==> config.mk <==
export PLATFORM = sky130hd
export DESIGN_NAME = fth_ctrl
export DESIGN_NICKNAME = d
export VERILOG_FILES = /design/src/hdl/fth_pkg.sv /design/src/hdl/fth_ctrl.sv
export SDC_FILE = /design/constraint.sdc
export NUM_CORES = 1
export LEC_CHECK = 0
export BUFFER_PORTS_ARGS = -buffer_cell sky130_fd_sc_hd__buf_2
export CORE_AREA = 2 2 39 41
export CTS_BUF_LIST = sky130_fd_sc_hd__clkbuf_8
export DETAILED_ROUTE_END_ITERATION = 16
export DIE_AREA = 0 0 41 43
export SETUP_SLACK_MARGIN = 0.1
export SKIP_LAST_GASP = 1
export SLEW_MARGIN = 20
export SYNTH_ARGS = -nofsm -noshare
export SYNTH_HDL_FRONTEND = slang
export SYNTH_SLANG_ARGS = --single-unit
export TNS_END_PERCENT = 50
==> constraint.sdc <==
create_clock -name clock -period 1.7 [get_ports clock]
set_clock_uncertainty 0.15 [all_clocks]
set_input_delay 0.085 -clock clock [delete_from_list [all_inputs] [get_ports clock]]
set_output_delay 0.085 -clock clock [all_outputs]
set_load 0.02 [all_outputs]
==> src/hdl/fth_pkg.sv <==
// Package for the flow tuple hash table: sizes, mode/status codes, hash functions.
// No dependencies.
`timescale 1ns / 1ps
package fth_pkg;
   localparam int DEF_BINS  = 1024;
   localparam int DEF_WAYS  = 4;
   localparam int KEY_W     = 96;
   localparam int HANDLE_W  = 16;
   localparam int COUNT_W   = 13;
   localparam int BIN_OUT_W = 10;
   localparam int KEY_BYTES = 12;

   localparam logic [1:0] MODE_INSERT = 2'd0;
   localparam logic [1:0] MODE_REMOVE = 2'd1;
   localparam logic [1:0] MODE_SEARCH = 2'd2;

   localparam logic [1:0] ST_OK       = 2'd0;
   localparam logic [1:0] ST_NOTFOUND = 2'd1;
   localparam logic [1:0] ST_FULL     = 2'd2;

   typedef struct packed {
      logic hash_load;
      logic hash_step;
      logic clear;
      logic way_check;
      logic commit;
   } ctl_type;

   typedef struct packed {
      logic hash_last;
      logic way_last;
      logic hit;
      logic clear_last;
   } sts_type;

   function automatic logic [31:0] oaat_round(input logic [31:0] h, input logic [7:0] b);
      logic [31:0] t;
      t = h + {{24{b[7]}}, b};
      t = t + (t << 10);
      t = t ^ (t >> 6);
      return t;
   endfunction

   function automatic logic [31:0] oaat_final(input logic [31:0] h);
      logic [31:0] t;
      t = h + (h << 3);
      t = t ^ (t >> 11);
      t = t + (t << 15);
      return t;
   endfunction
endpackage

==> src/hdl/fth_ctrl.sv <==
// Sequencer for the hash table: clearing pass, hash rounds, way scan, commit, result strobe.
// Depends on fth_pkg.
`timescale 1ns / 1ps
module fth_ctrl import fth_pkg::*; (
   input  logic    clock,
   input  logic    reset,
   input  logic    start,
   input  sts_type sts,
   output ctl_type ctl,
   output logic    busy,
   output logic    rsp_valid
);
   localparam logic [2:0] S_IDLE = 3'd0, S_HASH = 3'd1, S_READ = 3'd2, S_WAIT = 3'd3,
                          S_CHECK = 3'd4, S_COMMIT = 3'd5, S_CLEAR = 3'd6;
   logic [2:0] state_ff, state_in;
   logic       rsp_ff, rsp_in;

   always_comb begin
      state_in = state_ff;
      rsp_in   = 1'b0;
      ctl      = '0;
      unique case (state_ff)
         S_CLEAR: begin
            ctl.clear = 1'b1;
            if (sts.clear_last) state_in = S_IDLE;
         end
         S_IDLE: if (start && !rsp_ff) begin
            ctl.hash_load = 1'b1;
            state_in = S_HASH;
         end
         S_HASH: begin
            ctl.hash_step = 1'b1;
            if (sts.hash_last) state_in = S_READ;
         end
         S_READ: state_in = S_WAIT;
         S_WAIT: state_in = S_CHECK;
         S_CHECK: begin
            ctl.way_check = 1'b1;
            if (sts.hit || sts.way_last) state_in = S_COMMIT;
            else state_in = S_READ;
         end
         S_COMMIT: begin
            ctl.commit = 1'b1;
            rsp_in = 1'b1;
            state_in = S_IDLE;
         end
         default: state_in = S_IDLE;
      endcase
   end

   always_ff @(posedge clock) begin
      if (reset) begin
         state_ff <= S_CLEAR;
         rsp_ff   <= 1'b0;
      end else begin
         state_ff <= state_in;
         rsp_ff   <= rsp_in;
      end
   end

   assign busy      = (state_ff != S_IDLE) || rsp_ff;
   assign rsp_valid = rsp_ff;
endmodule

## Word level (Yosys, flattened, before mapping)

Cells that the tools add are included.

| word-level totals | value |
|---|---|
| flip-flop bits (word level) | 4 |
| input bits | 7 |
| output and inout bits | 7 |
| word-level logic and storage cells | 29 |

| cells by class | value |
|---|---|
| equality and inequality tests | 9 |
| muxes and demuxes | 11 |
| reductions and logical operators | 7 |

Operator list:

| kind | number |
|---|---|
| $pmux W3 S6 | 1 |
| $mux W3 | 4 |
| $eq A3 B3 Y1 const B | 3 |
| $eq A3 B2 Y1 const B | 2 |
| $mux W1 | 6 |
| $ne A2 B2 Y1 const B | 3 |
| $eq A3 B1 Y1 const B | 1 |
| $logic_not A3 Y1 | 1 |
| $reduce_and A3 Y1 | 1 |
| $reduce_bool A3 Y1 | 1 |
| $logic_or A1 B1 Y1 | 2 |
| $logic_and A1 B1 Y1 | 1 |
| $logic_not A1 Y1 | 1 |

## Depth between registers and ports, before layout

| depth | value |
|---|---|
| word-level depth | 4 |
| mapped depth | 4 |
| mapped depth without buffers | 3 |

## Worst setup path after synthesis

Ideal clock, no wire load.

| path | value |
|---|---|
| path type | reg2reg |
| start point | register state_ff[0] |
| end point | register state_ff[2] |
| library setup time | 0.064 ns |
| arrival | 1.287 ns |
| required time | 1.486 ns |
| path slack | 0.198 ns |
| stages on the path, launching flop included | 5 |
| path buffers | 1 |
| period minus slack after synthesis | 1.502 ns |
| cells stage by stage | dfxtp_1 buf_2 nor3b_1 o21ai_0 nand3_1 |

| on the way | value |
|---|---|
| word-level cells in the longest chain between the ends | 3 |
| elaborated cells on any way between the ends | 11 |
| those cells by class | 8 x eq/ne; 1 x mux; 2 x reduce/logical |

RTL lines:

| item | RTL line | RTL |
|---|---|---|
| start, declared | fth_ctrl.sv:15 | `logic [2:0] state_ff, state_in;` |
| start signal, assigned | fth_ctrl.sv:56 | `state_ff <= state_in;` |
| $eq A3 B1 Y1, or another cell as far along | fth_ctrl.sv:22 | `unique case (state_ff)` |
| $ne A2 B2 Y1 (no source line) | - |  |
| $reduce_and A3 Y1 (no source line) | - |  |

Parallel ways exist; a longest one is shown, timed or not.
A chain may end at the register's enable or synchronous reset.

==> summary.txt <==
Outcome
  – Outcome: finished clean

Placed design
  – DP Area: 325 um2
  – Gpl congestion: 0.751
  – DP HPWL: 451 um
  – Port Buffer Count: 13

Drt
  – DR WL/cell: 9.53 um
  – Via density: 4.39
  – DRT Pass-1 Iters: 3
  – Total number of vias: 281
  – Initial drt markers: 1
  – Post-DRT Antenna Nets: 0
  – Total wire length: 610 um
  – Drt drc: 0

Clock tree
  – Skew-Pair Late Insertion Delay: 0.22 ns
  – CTS buffer count: 3
  – Htree depth: 1
  – CTS tree: built
  – CTS max path bufs: 2
  – Worst-path clk slew: 0.03 ns
  – Root buf cell: clkbuf_8
  – Clock Sinks: 4

STA
  – Final min period: 1.42 ns
  – Final-report hold violation count: 0
  – Fin crit share: 0.833
  – Final Max Tran Viols: 0
  – Max-slew headroom: 0.815
  – RSZ-0062 raised after global routing: no
  – Setup TNS: 0 ns
  – Hold slack: 0.00333 ns
  – Fmax: 0.706 GHz
  – Worst-Margin Slew: 0.277 ns
  – Final setup violation count: 0

Layout
  – P&R area growth vs syn: 46.4%
  – Final #Nets: 57
  – Inserted Diodes: 0
  – Layout cells sized above 1: 0.354
  – Fillers: 149
  – Finished Cell Area: 387 um2

Synthesis
  – Mux cell area share after synthesis: 0
  – Count of unique library cells instantiated by Yosys: 22
  – Post-synthesis sequential area ratio: 0.303
  – Largest family of logic cells by synthesized area: simple AND/OR/NAND/NOR gates
  – Syn avg cell area: 8.00 um2
  – Synth warn: 0
  – Syn Std Cell Area: 264 um2
  – Post-synthesis simple-gate area fraction: 0.389
  – Post-Syn Instances: 33
  – XOR/XNOR share of the synthesized area: 0
  – Post-synthesis compound-gate area fraction: 0.204
  – Synth Register Bits: 4
  – Post-Synth Adder-Cell Area: 0
  – Post-Syn Nets: 40

GRT
  – Vias in the first global route: 227
  – Initial antenna violation count: 0
  – Grt total ovfl: 0
  – GRT Resource Usage Total: 0.0891
  – Pin count of the biggest net entering global routing: 12
  – First-pass GRT wire length: 890 um

Power and ir drop
  – Peak supply drop: 0.493 mV
  – Power density cells: 1360 mW/mm2
  – Leakage: 0.184 nW

Critical path
  – CP endpoint kind: primary output
  – Worst-path maximum fanout: 9
  – WP data required: 1.46 ns
  – Nature of the critical path startpoint: register
  – CP Data Arrival Time: 1.18 ns
  – WS Path Type: register to primary output

Die
  – CORE AREA: 0.00138 mm2
  – Die Width: 41 um
  – Io pins: 14
  – Die H: 43 um
  – Die area: 0.00176 mm2
  – Cell Rows: 14
  – Starting Density: 0.191

Run
  – Max-Cap Viols: 0

Min path
  – Hold Path Class: input pin to register
==> cell usage in the layout, fill, tap and decap left out, drive strengths merged, types with 2 or more instances in the layout <==
cell type / instances
o31ai: 2
buf: 13
dfxtp: 4
dlygate4sd3: 2
a21oi: 2
nand2: 2
o21a: 2
nor2b: 2
nor2: 3
and3b: 2
clkbuf: 3
==> worst paths after layout <==
| check | start | to | slack [ns] | cells past startpoint |
|---|---|---|---|---|
| setup / recovery | state_ff[2] | ctl[1] | 0.28 | 2 |
| setup reg to reg | state_ff[1] | state_ff[0] | 0.38 | 3 |
| hold / removal | sts[2] | state_ff[2] | 0.003 | 3 |
| hold reg to reg | state_ff[1] | state_ff[2] | 0.43 | 2 |
==> final cells by class <==
class | instances | area, um2 | area share
inverters | 1 | 3.75 | 0.00971
clock buffers | 3 | 41.3 | 0.107
multi-input cells | 25 | 156 | 0.405
well taps | 16 | 20.0 | 0.0518
repair buffers | 15 | 85.1 | 0.220
flip-flops and latches | 4 | 80.1 | 0.207
==> registers in the layout (all words and copies together) (netlist names) <==
register	count
state_ff	3
rsp_valid	1
==> kinds of logic (layout without fill, tap and decap cells) <==
kind of cell | count (synthesis) | after routing
AOI/OAI and AO/OA | 8 | 8
buffers and inverters | 4 | 19
DFF | 4 | 4
and+or+nand+nor | 17 | 17
==> through the flow <==
| stage | utilization | setup WS (ns) | instances | total power [mW] |
|---|---|---|---|---|
| finish | 0.279 | 0.284 | 64 | 0.526 |
| global route | 0.279 | 0.202 | 64 | 0.562 |
| global placement | 0.235 | 0.400 | 59 | 0.326 |
| CTS | 0.279 | 0.276 | 64 | 0.534 |
| detailed placement | 0.235 | 0.377 | 59 | 0.327 |
| floorplan | - | 0.198 | 33 | 0.297 |
==> power by group <==
part	total, mW	switching, mW	internal, mW
Sequential	0.158	0.0416	0.117
Combinational	0.170	0.0885	0.0817
Clock	0.198	0.0474	0.151
==> per-layer routing <==
| metal | global-route usage | vias to the layer above | share of wire |
|---|---|---|---|
| li1 | - | 146 | - |
| met1 | 0.0796 | 117 | 0.45 |
| met2 | 0.0969 | 13 | 0.40 |
| met3 | 0.0628 | 5 | 0.095 |
| met4 | 0.140 | 0 | 0.061 |
| met5 | 0 | - | 0 |
==> worst max-delay path, stage by stage (launching register included) <==
cell and delay, ns:
dfxtp_1 0.44, nor3b_1 0.30, buf_2 0.22
==> Yosys cell counts <==
cell,count,share of area
nor4b_1,1,0.033
a21oi_1,2,0.038
o21a_1,2,0.057
a211o_1,1,0.033
o31ai_1,2,0.057
and3_1,1,0.024
inv_1,1,0.014
buf_2,1,0.019
nand2_1,2,0.028
or3b_1,1,0.033
and3b_1,2,0.066
nor3b_1,1,0.028
buf_6,1,0.043
nor2_1,3,0.043
or2_2,1,0.024
nor3_1,1,0.019
nand3_1,1,0.019
dfxtp_1,4,0.30
nor2b_1,2,0.047
and2_1,1,0.024
o21ai_0,1,0.019
buf_4,1,0.028
==> timing repair <==
item,4_1_cts,5_1_grt
buffers inserted,0,0
hold buffers,2,0
endpoints found under the hold margin,3,0
endpoints found under the setup margin,0,0
resized for setup,0,0
Note: power is estimated with default switching activity, not from simulation.
